## config.mk

```make
export PLATFORM = sky130hd
export DESIGN_NAME = event_flag_waiter_unit
export DESIGN_NICKNAME = d
export VERILOG_FILES = /design/src/rtl/core/efw_pkg.sv /design/src/rtl/core/efw_ram.sv /design/src/rtl/core/event_flag_waiter_unit.sv
export SDC_FILE = /design/constraint.sdc
export NUM_CORES = 1
export LEC_CHECK = 0
export BUFFER_PORTS_ARGS = -buffer_cell sky130_fd_sc_hd__buf_2
export CAP_MARGIN = 30
export CORE_MARGIN = 1.5
export CORE_UTILIZATION = 55
export CTS_BUF_LIST = sky130_fd_sc_hd__clkbuf_2
export CTS_CLUSTER_DIAMETER = 100
export DETAILED_ROUTE_END_ITERATION = 8
export GPL_TIMING_DRIVEN = 0
export PLACE_DENSITY_LB_ADDON = 0.1
export SLEW_MARGIN = 20
export SYNTH_ARGS = -nofsm -noshare
export SYNTH_HDL_FRONTEND = slang
export SYNTH_SLANG_ARGS = --single-unit
```

## constraint.sdc

```tcl
create_clock -name i_clk -period 9.35 [get_ports i_clk]
set_clock_uncertainty 0.15 [all_clocks]
set_input_delay 1.4025 -clock i_clk [delete_from_list [all_inputs] [get_ports i_clk]]
set_output_delay 1.4025 -clock i_clk [all_outputs]
set_load 0.05 [all_outputs]
```

## src/rtl/core/efw_pkg.sv

```systemverilog
`default_nettype none
// ----------------------------------------------------------------------------
// efw_pkg
// Shared types, sizes and codes for the event flag waiter unit.
// ----------------------------------------------------------------------------
package efw_pkg;

    // table sizing
    localparam int MAX_WAITERS = 8;
    localparam int MAX_TASKS   = 16;
    localparam int SLOT_W      = (MAX_WAITERS > 1) ? $clog2(MAX_WAITERS) : 1;
    localparam int CNT_W       = $clog2(MAX_WAITERS + 1);

    // field widths
    localparam int FLAG_W   = 32;
    localparam int TASK_W   = 4;
    localparam int KIND_W   = 2;
    localparam int STATUS_W = 3;
    localparam int ENTRY_W  = FLAG_W + TASK_W;

    // request kinds
    localparam logic [KIND_W-1:0] KIND_SET   = 2'd0;
    localparam logic [KIND_W-1:0] KIND_CLEAR = 2'd1;
    localparam logic [KIND_W-1:0] KIND_WAIT  = 2'd2;

    // result status codes
    localparam logic [STATUS_W-1:0] STAT_WOKEN     = 3'd0;
    localparam logic [STATUS_W-1:0] STAT_DONE      = 3'd1;
    localparam logic [STATUS_W-1:0] STAT_IMMEDIATE = 3'd2;
    localparam logic [STATUS_W-1:0] STAT_BLOCKED   = 3'd3;
    localparam logic [STATUS_W-1:0] STAT_FULL      = 3'd4;
    localparam logic [STATUS_W-1:0] STAT_ZERO      = 3'd5;

    // scan sequencer states
    typedef enum logic [1:0] {
        ST_IDLE,
        ST_CHECK,
        ST_MOVE,
        ST_FINAL
    } t_state;

    // fold a caller index into the task range
    function automatic logic [TASK_W-1:0] wrap_task(input logic [TASK_W-1:0] t);
        logic [31:0] wide;
        wide = 32'(t) % MAX_TASKS;
        return wide[TASK_W-1:0];
    endfunction

endpackage
`default_nettype wire

```

## src/rtl/core/efw_ram.sv

```systemverilog
`default_nettype none
// ----------------------------------------------------------------------------
// efw_ram
// Generic simple dual port RAM: one write port, one read port with
// registered read data held while the read enable is low.
// ----------------------------------------------------------------------------
module efw_ram #(
    parameter int WIDTH = 8,
    parameter int DEPTH = 8,
    parameter int AW    = (DEPTH > 1) ? $clog2(DEPTH) : 1
) (
    input  wire logic             i_clk,
    input  wire logic             i_we,
    input  wire logic [AW-1:0]    i_waddr,
    input  wire logic [WIDTH-1:0] i_wdata,
    input  wire logic             i_re,
    input  wire logic [AW-1:0]    i_raddr,
    output logic      [WIDTH-1:0] o_rdata
);

    logic [WIDTH-1:0] r_mem [DEPTH];

    // write port
    always_ff @(posedge i_clk) begin
        if (i_we) begin
            r_mem[i_waddr] <= i_wdata;
        end
    end

    // registered read port
    always_ff @(posedge i_clk) begin
        if (i_re) begin
            o_rdata <= r_mem[i_raddr];
        end
    end

endmodule
`default_nettype wire

```

## src/rtl/core/event_flag_waiter_unit.sv

```systemverilog
`default_nettype none
// ----------------------------------------------------------------------------
// event_flag_waiter_unit
// Event flag word with a compact table of wait-all waiters and auto-clear.
// ----------------------------------------------------------------------------
// Usage:
//   Requests enter on i_valid / o_stall with i_kind, i_mask, i_caller_task.
//   Results leave on o_valid / i_stall; every request ends with one result
//   that has o_last set, and a set request first gives one woken result per
//   released task in scan order (highest live slot downward).
//   Clear, wait and ignored requests can follow back to back while the
//   output register drains.
//   A set request walks the table in the waiter RAM, reading one slot per
//   cycle except while a wake waits on a stalled output, and each wake
//   adds a move step that copies the tail entry into the freed slot
//   through the single RAM write port.
//   Reset clears the flag word and the live count; the waiter RAM needs no
//   clearing pass since only live slots are ever read.
//   When the receiver stalls, the pending result holds in the output register
//   and the scan stops at its next result until it is taken; no request is accepted
//   until the previous one has produced all of its results.
// ----------------------------------------------------------------------------
module event_flag_waiter_unit (
    input  wire logic                           i_clk,
    input  wire logic                           i_rst_n,
    // request channel
    input  wire logic                           i_valid,
    output logic                                o_stall,
    input  wire logic [efw_pkg::KIND_W-1:0]     i_kind,
    input  wire logic [efw_pkg::FLAG_W-1:0]     i_mask,
    input  wire logic [efw_pkg::TASK_W-1:0]     i_caller_task,
    // result channel
    output logic                                o_valid,
    input  wire logic                           i_stall,
    output logic      [efw_pkg::STATUS_W-1:0]   o_status,
    output logic      [efw_pkg::TASK_W-1:0]     o_woken_task,
    output logic      [efw_pkg::FLAG_W-1:0]     o_flags_now,
    output logic                                o_last
);

    localparam int SLOT_W  = efw_pkg::SLOT_W;
    localparam int CNT_W   = efw_pkg::CNT_W;
    localparam int FLAG_W  = efw_pkg::FLAG_W;
    localparam int TASK_W  = efw_pkg::TASK_W;
    localparam int ENTRY_W = efw_pkg::ENTRY_W;
    localparam int STAT_W  = efw_pkg::STATUS_W;

    efw_pkg::t_state r_state, n_state;

    logic [FLAG_W-1:0] r_flags, n_flags;
    logic [CNT_W-1:0]  r_live, n_live;
    logic [SLOT_W-1:0] r_slot, n_slot;

    logic              r_o_valid, n_o_valid;
    logic [STAT_W-1:0] r_o_status, n_o_status;
    logic [TASK_W-1:0] r_o_task, n_o_task;
    logic [FLAG_W-1:0] r_o_flags, n_o_flags;
    logic              r_o_last, n_o_last;
    logic              emit;

    logic               ram_we, ram_re;
    logic [SLOT_W-1:0]  ram_waddr, ram_raddr;
    logic [ENTRY_W-1:0] ram_wdata, ram_rdata;

    logic               out_free, accept, hit;
    logic [FLAG_W-1:0]  rd_mask;
    logic [TASK_W-1:0]  rd_task;
    logic [CNT_W-1:0]   live_dec;
    logic [SLOT_W-1:0]  tail_slot, slot_dec;

    // waiter table: mask and task per slot
    efw_ram #(
        .WIDTH (ENTRY_W),
        .DEPTH (efw_pkg::MAX_WAITERS)
    ) u_table (
        .i_clk   (i_clk),
        .i_we    (ram_we),
        .i_waddr (ram_waddr),
        .i_wdata (ram_wdata),
        .i_re    (ram_re),
        .i_raddr (ram_raddr),
        .o_rdata (ram_rdata)
    );

    // handshake and slot helpers
    assign out_free  = !r_o_valid || !i_stall;
    assign o_stall   = !((r_state == efw_pkg::ST_IDLE) && out_free);
    assign accept    = i_valid && !o_stall;
    assign rd_mask   = ram_rdata[ENTRY_W-1:TASK_W];
    assign rd_task   = ram_rdata[TASK_W-1:0];
    assign hit       = (r_flags & rd_mask) == rd_mask;
    assign live_dec  = r_live - CNT_W'(1);
    assign tail_slot = live_dec[SLOT_W-1:0];
    assign slot_dec  = r_slot - SLOT_W'(1);

    // next state
    always_comb begin
        n_state = r_state;
        unique case (r_state)
            efw_pkg::ST_IDLE: begin
                if (accept && (i_kind == efw_pkg::KIND_SET) && (i_mask != '0)) begin
                    n_state = (r_live == '0) ? efw_pkg::ST_FINAL : efw_pkg::ST_CHECK;
                end
            end
            efw_pkg::ST_CHECK: begin
                if (hit) begin
                    if (out_free) begin
                        n_state = efw_pkg::ST_MOVE;
                    end
                end else if (r_slot == '0) begin
                    n_state = efw_pkg::ST_FINAL;
                end
            end
            efw_pkg::ST_MOVE: begin
                n_state = (r_slot == '0) ? efw_pkg::ST_FINAL : efw_pkg::ST_CHECK;
            end
            efw_pkg::ST_FINAL: begin
                if (out_free) begin
                    n_state = efw_pkg::ST_IDLE;
                end
            end
            default: n_state = efw_pkg::ST_IDLE;
        endcase
    end

    // datapath, table access and result generation
    always_comb begin
        n_flags    = r_flags;
        n_live     = r_live;
        n_slot     = r_slot;
        ram_we     = 1'b0;
        ram_waddr  = r_slot;
        ram_wdata  = ram_rdata;
        ram_re     = 1'b0;
        ram_raddr  = r_slot;
        emit       = 1'b0;
        n_o_status = efw_pkg::STAT_DONE;
        n_o_task   = '0;
        n_o_last   = 1'b1;
        n_o_flags  = r_flags;

        unique case (r_state)
            efw_pkg::ST_IDLE: begin
                if (accept) begin
                    unique case (i_kind)
                        efw_pkg::KIND_SET: begin
                            if (i_mask == '0) begin
                                emit       = 1'b1;
                                n_o_status = efw_pkg::STAT_ZERO;
                            end else begin
                                // start the walk at the highest live slot
                                n_flags   = r_flags | i_mask;
                                n_slot    = tail_slot;
                                ram_re    = (r_live != '0);
                                ram_raddr = tail_slot;
                            end
                        end
                        efw_pkg::KIND_CLEAR: begin
                            n_flags   = r_flags & ~i_mask;
                            n_o_flags = r_flags & ~i_mask;
                            emit      = 1'b1;
                        end
                        efw_pkg::KIND_WAIT: begin
                            emit = 1'b1;
                            if (i_mask == '0) begin
                                n_o_status = efw_pkg::STAT_ZERO;
                            end else if ((r_flags & i_mask) == i_mask) begin
                                n_flags    = r_flags & ~i_mask;
                                n_o_flags  = r_flags & ~i_mask;
                                n_o_status = efw_pkg::STAT_IMMEDIATE;
                            end else if (r_live >= CNT_W'(efw_pkg::MAX_WAITERS)) begin
                                n_o_status = efw_pkg::STAT_FULL;
                            end else begin
                                // append the waiter at the end of the table
                                ram_we     = 1'b1;
                                ram_waddr  = r_live[SLOT_W-1:0];
                                ram_wdata  = {i_mask, efw_pkg::wrap_task(i_caller_task)};
                                n_live     = r_live + CNT_W'(1);
                                n_o_status = efw_pkg::STAT_BLOCKED;
                            end
                        end
                        default: begin
                            emit = 1'b1;
                        end
                    endcase
                end
            end
            efw_pkg::ST_CHECK: begin
                if (hit) begin
                    // wake the waiter and fetch the tail entry to refill its slot
                    if (out_free) begin
                        emit       = 1'b1;
                        n_o_status = efw_pkg::STAT_WOKEN;
                        n_o_task   = rd_task;
                        n_o_last   = 1'b0;
                        n_o_flags  = r_flags & ~rd_mask;
                        n_flags    = r_flags & ~rd_mask;
                        n_live     = live_dec;
                        ram_re     = 1'b1;
                        ram_raddr  = tail_slot;
                    end
                end else if (r_slot != '0) begin
                    n_slot    = slot_dec;
                    ram_re    = 1'b1;
                    ram_raddr = slot_dec;
                end
            end
            efw_pkg::ST_MOVE: begin
                // tail entry into the freed slot, next slot read in parallel
                ram_we    = 1'b1;
                ram_waddr = r_slot;
                ram_wdata = ram_rdata;
                if (r_slot != '0) begin
                    n_slot    = slot_dec;
                    ram_re    = 1'b1;
                    ram_raddr = slot_dec;
                end
            end
            efw_pkg::ST_FINAL: begin
                if (out_free) begin
                    emit = 1'b1;
                end
            end
            default: begin
                emit = 1'b0;
            end
        endcase
    end

    // output register valid
    assign n_o_valid = emit || (r_o_valid && i_stall);

    // control registers
    always_ff @(posedge i_clk) begin
        if (!i_rst_n) begin
            r_state   <= efw_pkg::ST_IDLE;
            r_flags   <= '0;
            r_live    <= '0;
            r_o_valid <= 1'b0;
        end else begin
            r_state   <= n_state;
            r_flags   <= n_flags;
            r_live    <= n_live;
            r_o_valid <= n_o_valid;
        end
    end

    // scan pointer and result payload
    always_ff @(posedge i_clk) begin
        r_slot <= n_slot;
        if (emit) begin
            r_o_status <= n_o_status;
            r_o_task   <= n_o_task;
            r_o_flags  <= n_o_flags;
            r_o_last   <= n_o_last;
        end
    end

    assign o_valid      = r_o_valid;
    assign o_status     = r_o_status;
    assign o_woken_task = r_o_task;
    assign o_flags_now  = r_o_flags;
    assign o_last       = r_o_last;

    // live count stays within the table
    a_live_bound: assert property (@(posedge i_clk) disable iff (!i_rst_n)
        r_live <= CNT_W'(efw_pkg::MAX_WAITERS))
        else $error("live waiter count beyond table size");

    // a wake shrinks the table by exactly one entry
    a_wake_shrinks: assert property (@(posedge i_clk) disable iff (!i_rst_n)
        (r_state == efw_pkg::ST_CHECK && hit && out_free)
        |=> (r_live == $past(live_dec)) && (r_state == efw_pkg::ST_MOVE))
        else $error("wake did not remove one waiter");

    // only wake results are not the final one
    a_last_status: assert property (@(posedge i_clk) disable iff (!i_rst_n)
        (r_o_valid && !r_o_last) |-> (r_o_status == efw_pkg::STAT_WOKEN))
        else $error("non-final result with a status other than woken");

    // table never read and written at the same slot in one cycle
    a_no_rw_clash: assert property (@(posedge i_clk) disable iff (!i_rst_n)
        (ram_we && ram_re) |-> (ram_waddr != ram_raddr))
        else $error("waiter table read and write collide");

endmodule
`default_nettype wire
```

**Word-level counts from Yosys, hierarchy flattened**

Memory sizes are Yosys's and may differ from the RTL's. A register that Yosys moved wholly into a read port is not among the register bits.
Cells that the tools add are included.

- Memories: 1
- Input bits: 42
- Bits in registers: 82
- RAM bits: 288

Memory list:

| name | words | bits a word | read ports | clocked after memory_dff | wr ports | RTL line | text |
|---|---|---|---|---|---|---|---|
| u_table.r_mem | 8 | 36 | 1 | 1 | 1 | efw_ram.sv:21 | `logic [WIDTH-1:0] r_mem [DEPTH];` |

- $lt $le $gt $ge: 1
- Reduce and logical (&&, ||, !) cells: 26
- Multiplexer cells: 78
- Eq/ne operators: 21
- Bitwise logic cells: 7
- Add/sub/neg operators: 3

Operator list:

| cell | count |
|---|---|
| two-way mux 32 bit | 7 |
| two-way mux 36 bit | 6 |
| case mux 32 bit (2 select lines) | 3 |
| bitwise AND 32 bit | 4 |
| case mux 32 bit (3 select lines) | 1 |
| equality test 32 bit | 2 |
| NOT 32 bit | 2 |
| two-way mux 3 bit | 18 |
| zero test 32 bit | 1 |
| OR 32 bit | 1 |
| nonzero test 32 bit | 1 |
| two-way mux 4 bit | 7 |
| two-way mux 1 bit | 20 |
| case mux 3 bit (3 select lines) | 2 |
| != test 2 bit (second input constant) | 8 |
| two-way mux 2 bit | 7 |
| case mux 3 bit (2 select lines) | 2 |
| != test 3 bit (second input constant) | 3 |
| case mux 2 bit (4 select lines) | 1 |
| case mux 4 bit (2 select lines) | 1 |
| AND reduction 4 bit | 2 |
| AND reduction 8 bit | 1 |
| equality test 2 bit (second input constant) | 3 |
| case mux 1 bit (3 select lines) | 2 |
| other kinds (19) | 31 |

**Longest topological paths before layout**

- Word-level depth: 9
- Depth in mapped cells: 14

**Hierarchy**

A second synthesis with hierarchy kept.

- Cells, all modules: 1,146
- Area total of the unflattened synthesis: 18,103.6 µm²

Modules (own cells, without submodules):

| module | cells each | area each (µm²) | instances | seq. area each (µm²) |
|---|---|---|---|---|
| efw_ram | 465 | 12,223.0 | 1 | 9,729.3 |
| event_flag_waiter_unit | 681 | 5,880.6 | 1 | 2,072.0 |

**Worst setup path before layout**

Ideal clock, no wire load.

- Kind: in2reg
- From: input i_mask[17] in the netlist's numbering
- To: memory u_table.r_mem[1][0] in the netlist's numbering (enable)
- Arrival time: 6.465 ns
- Stages: 8
- Buffers on the path: 2
- Data required time: 8.671 ns
- Slack: 2.206 ns
- Path through: and2b_1 -> a2111oi_0 -> nand4_1 -> nor2_1 -> nor4bb_1 -> clkbuf_1 -> clkbuf_1 -> o41ai_1

- Word-level cells in the longest chain between the ends: 9

Ends and longest elaborated chain:

| what | RTL line | text |
|---|---|---|
| from (decl) | event_flag_waiter_unit.sv:30 | `input wire logic [efw_pkg::FLAG_W-1:0] i_mask,` |
| bitwise AND 32 bit | event_flag_waiter_unit.sv:167 | `end else if ((r_flags & i_mask) == i_mask) begin` |
| equality test 32 bit | event_flag_waiter_unit.sv:167 |  |
| two-way mux 1 bit | event_flag_waiter_unit.sv:167 |  |
| two-way mux 1 bit | event_flag_waiter_unit.sv:165 | `if (i_mask == '0) begin` |
| two-way mux 1 bit | event_flag_waiter_unit.sv:145 | `unique case (i_kind)` |
| two-way mux 1 bit | event_flag_waiter_unit.sv:144 | `if (accept) begin` |
| case mux 1 bit (2 select lines) | event_flag_waiter_unit.sv:142 | `unique case (r_state)` |
| two-way mux 1 bit | efw_ram.sv:25 | `if (i_we) begin` |
| two-way mux 1 bit (not written as such) | efw_ram.sv:26 | `r_mem[i_waddr] <= i_wdata;` |
| to (decl) | efw_ram.sv:21 |  |

Several ways; a longest one is shown, not always the timed one.

**Worst setup path in the final report**

- From: input i_mask[3] in the netlist's numbering
- To: memory u_table.r_mem[1][17] in the netlist's numbering (enable)

Same word-level chain as after synthesis.

==> run_results.csv <==
group,metric,value,unit
status,status,"completed",
critical_path,timing.critical_path.from_type,"input pin",
die,die-height,185,um
synthesis,syn-mean-instance-area,14.1,um^2
drt,postRouteWirelength,53100,um
critical_path,sort_of_element_at_the_end_of_the_critical_path,"register",
worst_hold_path,worst_hold_path.num_cells,2,
drt,drc,0,
synthesis,netlist-cell-type-count,60,
timing,fin_crit_sh,55.5,%
placed_design,number_of_port_buffers,82,
synthesis,synthCells,1293,
synthesis,post_synth_instance_area,0.0183,mm^2
worst_hold_path,worstHoldStart,"r_flags[20]$_SDFFE_PN0P_",
die,placeableCoreArea,0.0326,mm^2
timing,timing.setup.tns,0,ns
placed_design,final_weighted_congestion_in_routability_driven_placement,0.970,
timing,slew_headroom,24.3,%
grt,grt_antenna_before_repair,5,
final_layout,post_layout_nonfiller_instances,2045,
final_layout,drive_gt1_share,27.2,%
clocking,path_clk_slew,0.11,ns
synthesis,postSynth.topFlopCell,"sky130_fd_sc_hd__edfxtp_1",
die,core.rowCount,66,
critical_path,reg2reg_slack,4.31,ns
grt,grt_start_max_net_pins,27,
clocking,cts.sinks,406,
critical_path,cp_max_fo,10,
power,power_density,401,mW/mm^2
final_layout,post-route-cell-area,0.0207,mm^2
final_layout,layout.filler_cells,2528,
synthesis,synthesis.yosys.warnings,0,
synthesis,syn_nets,1347,
clocking,ctsResizeCount,0,
timing,layout_min_cycle_time,5.19,ns
clocking,insertion_delay,1.08,ns
die,die_area,0.0343,mm^2
clocking,htree_num_levels,3,
timing,finalHoldViolations,0,
grt,grt_pass1_vias,12500,
clocking,cts_buffers,100,
drt,detailedRoute.firstPassIterationCount,5,
timing,fmax,193,MHz
drt,postRouteAntennaNets,0,
critical_path,regToRegStartpoint,"r_flags[3]$_SDFFE_PN0P_",
placed_design,dp_hpwl,36800,um
final_layout,fin_nets,1578,
timing,worst_pin_slew,1.13,ns
worst_hold_path,min_to,"r_flags[20]$_SDFFE_PN0P_",
placed_design,place_area,0.0197,mm^2
grt,grt_remaining_overflow,0,
drt,via_count,13000,
critical_path,setup.worst_path.class,"in2reg",
die,die_w,185,um
critical_path,critPathArrivalTime,5.74,ns
die,num_io_pins,84,
timing,drv_slew,0,
synthesis,synth_edf_count,367,
worst_hold_path,worst_hold_path_type,"reg2reg",
drt,initialDrtViolationCount,1754,
clocking,post_cts_hold_buffer_count,0,
timing,timing.final.setup_violations,0,
synthesis,sequential_fraction_of_the_synthesis_area,64.6,%
clocking,cts_setup_buffers,0,
drt,wire_per_inst,26.0,um
drt,viasPerCell,6.35,
placed_design,cells_after_dpl,1864,
synthesis,ys_async_sr_fraction,0,%
power,power_leakage,0.00739,uW
critical_path,reg2regPathDepth,11,
timing,grt_setup_unrepaired,"false",
critical_path,crit_start,"i_mask[3]",
clocking,cts-root-buf,"sky130_fd_sc_hd__clkbuf_2",
critical_path,worst_r2r_endpoint,"u_table.r_mem[1][17]$_DFFE_PP_",
power,finalPower,8300,uW
critical_path,cp_data_required_time,9.90,ns
grt,globalRouteTotalUtil,31.8,%
clocking,clock_path_buffers,3,
final_layout,areaGrowthSynthToFinish,13.2,%
synthesis,ys_seq_elements,406,
final_layout,multi_input_comb_area,0.00599,mm^2
grt,global_route_wire_length_before_repair,78000,um
job,number_of_maximum_capacitance_constraint_violations,0,
power,ir_drop,204,uV
clocking,tritoncts_clock_tree,"yes",
final_layout,layout.area.seq,0.0118,mm^2
die,initial_core_util,56.0,%
power breakdown:
group          switching, uW  internal (uW)
registers                223           2710
clock network            716            491
logic                   2550           1600
total                   3490           4800
cell usage after synthesis, drive strengths merged (36+ instances only):
cell	instances	share of area [%]
mux2	38	2.3
a211oi	45	1.8
nor2b	51	1.7
edfxtp	367	60
nor2	83	1.7
dfxtp	39	4.3
nand2	46	0.95
a21oi	95	2.6
clkbuf	59	1.3
a221o	36	2.0
o21ai	76	2.1
mux2i	42	2.3
cells by family after synthesis:
| group | Yosys count | share of synthesized area [%] |
|---|---|---|
| AOI/OAI and AO/OA | 395 | 15.5 |
| xor gates and xnor gates | 5 | 0.240 |
| adders and majority gates | 12 | 0.822 |
| buffers and inverters | 116 | 3.16 |
| DFF | 406 | 64.6 |
| muxes | 115 | 9.16 |
| and+or+nand+nor | 244 | 6.57 |
layer usage:
layer,global-route usage (%),part of all wire [%],vias up
met5,0,0,-
met4,13.0,3.1,0
met3,6.82,9.1,102
met2,48.4,46,738
met1,44.6,42,6490
li1,-,-,5662
cell usage in the layout, fill, tap and decap left out, types with 9 or more instances in the layout:
cell type	instances
sky130_fd_sc_hd__a21o_1	33
sky130_fd_sc_hd__mux2i_1	42
sky130_fd_sc_hd__clkinv_2	11
sky130_fd_sc_hd__clkbuf_1	58
sky130_fd_sc_hd__a21oi_1	94
sky130_fd_sc_hd__nor2b_1	50
sky130_fd_sc_hd__o21ai_0	75
sky130_fd_sc_hd__mux4_2	25
sky130_fd_sc_hd__nor2_1	83
sky130_fd_sc_hd__clkinv_1	22
sky130_fd_sc_hd__edfxtp_1	367
sky130_fd_sc_hd__nor4_1	9
sky130_fd_sc_hd__nor3_1	10
sky130_fd_sc_hd__nand4_1	11
sky130_fd_sc_hd__buf_2	119
sky130_fd_sc_hd__o22a_1	35
sky130_fd_sc_hd__nand2_1	46
sky130_fd_sc_hd__a221o_1	36
sky130_fd_sc_hd__ha_1	12
sky130_fd_sc_hd__buf_6	12
sky130_fd_sc_hd__mux4_1	10
sky130_fd_sc_hd__clkbuf_2	140
sky130_fd_sc_hd__mux2_2	38
sky130_fd_sc_hd__buf_4	16
sky130_fd_sc_hd__a31o_2	32
sky130_fd_sc_hd__inv_1	23
sky130_fd_sc_hd__dfxtp_1	39
sky130_fd_sc_hd__a211oi_1	45
stage by stage:
step | setup WS [ns] | hold WS (ns) | util (%)
after detailed placement | 3.25 | 0.421 | 60.5
after CTS | 4.34 | 0.434 | 63.4
after global placement | -3.74 | 0.415 | 59.0
after floorplan | 2.21 | 0.387 | -
after global routing | 4.11 | 0.464 | 63.4
final | 4.16 | 0.434 | 63.4
critical path, stage by stage:
cell and delay (ns):
sky130_fd_sc_hd__buf_2 0.16, sky130_fd_sc_hd__nor2b_1 0.17, sky130_fd_sc_hd__a2111oi_0 0.70, sky130_fd_sc_hd__nand4_1 0.41
sky130_fd_sc_hd__nor2_1 0.30, sky130_fd_sc_hd__nor4bb_1 0.09, sky130_fd_sc_hd__clkbuf_1 0.37, sky130_fd_sc_hd__clkbuf_1 0.44
sky130_fd_sc_hd__o41ai_2 0.83, sky130_fd_sc_hd__buf_2 0.36, sky130_fd_sc_hd__buf_2 0.26, sky130_fd_sc_hd__buf_2 0.24
registers in the layout, indices dropped and copies added (netlist names):
name             cells
u_table.r_mem      288
u_table.o_rdata     36
o_flags_now         32
r_flags             32
o_woken_task         4
r_live               4
o_status             3
r_slot               3
r_state              2
o_last               1
o_valid              1
cell type report:
type | instances | share of cell area [%]
antenna | 3 | 0.0363
buffer | 91 | 2.33
clock buffer | 140 | 3.39
clock inverter | 38 | 1.17
inverter | 25 | 0.454
multi-input combinational | 771 | 28.9
sequential | 406 | 57.0
tap | 442 | 2.67
timing repair buffer | 129 | 3.97
how the worst max path moves through the flow:
stage | endpoint | cells after the start
after floorplan | u_table.r_mem[1][0]$_DFFE_PP_ | 8
after global placement | u_table.r_mem[7][18]$_DFFE_PP_ | 9
after detailed placement | u_table.r_mem[6][16]$_DFFE_PP_ | 13
after CTS | u_table.r_mem[6][16]$_DFFE_PP_ | 13
after global routing | u_table.r_mem[6][19]$_DFFE_PP_ | 13
final | u_table.r_mem[1][17]$_DFFE_PP_ | 12
No activity file was read; power rests on OpenSTA's default activity.
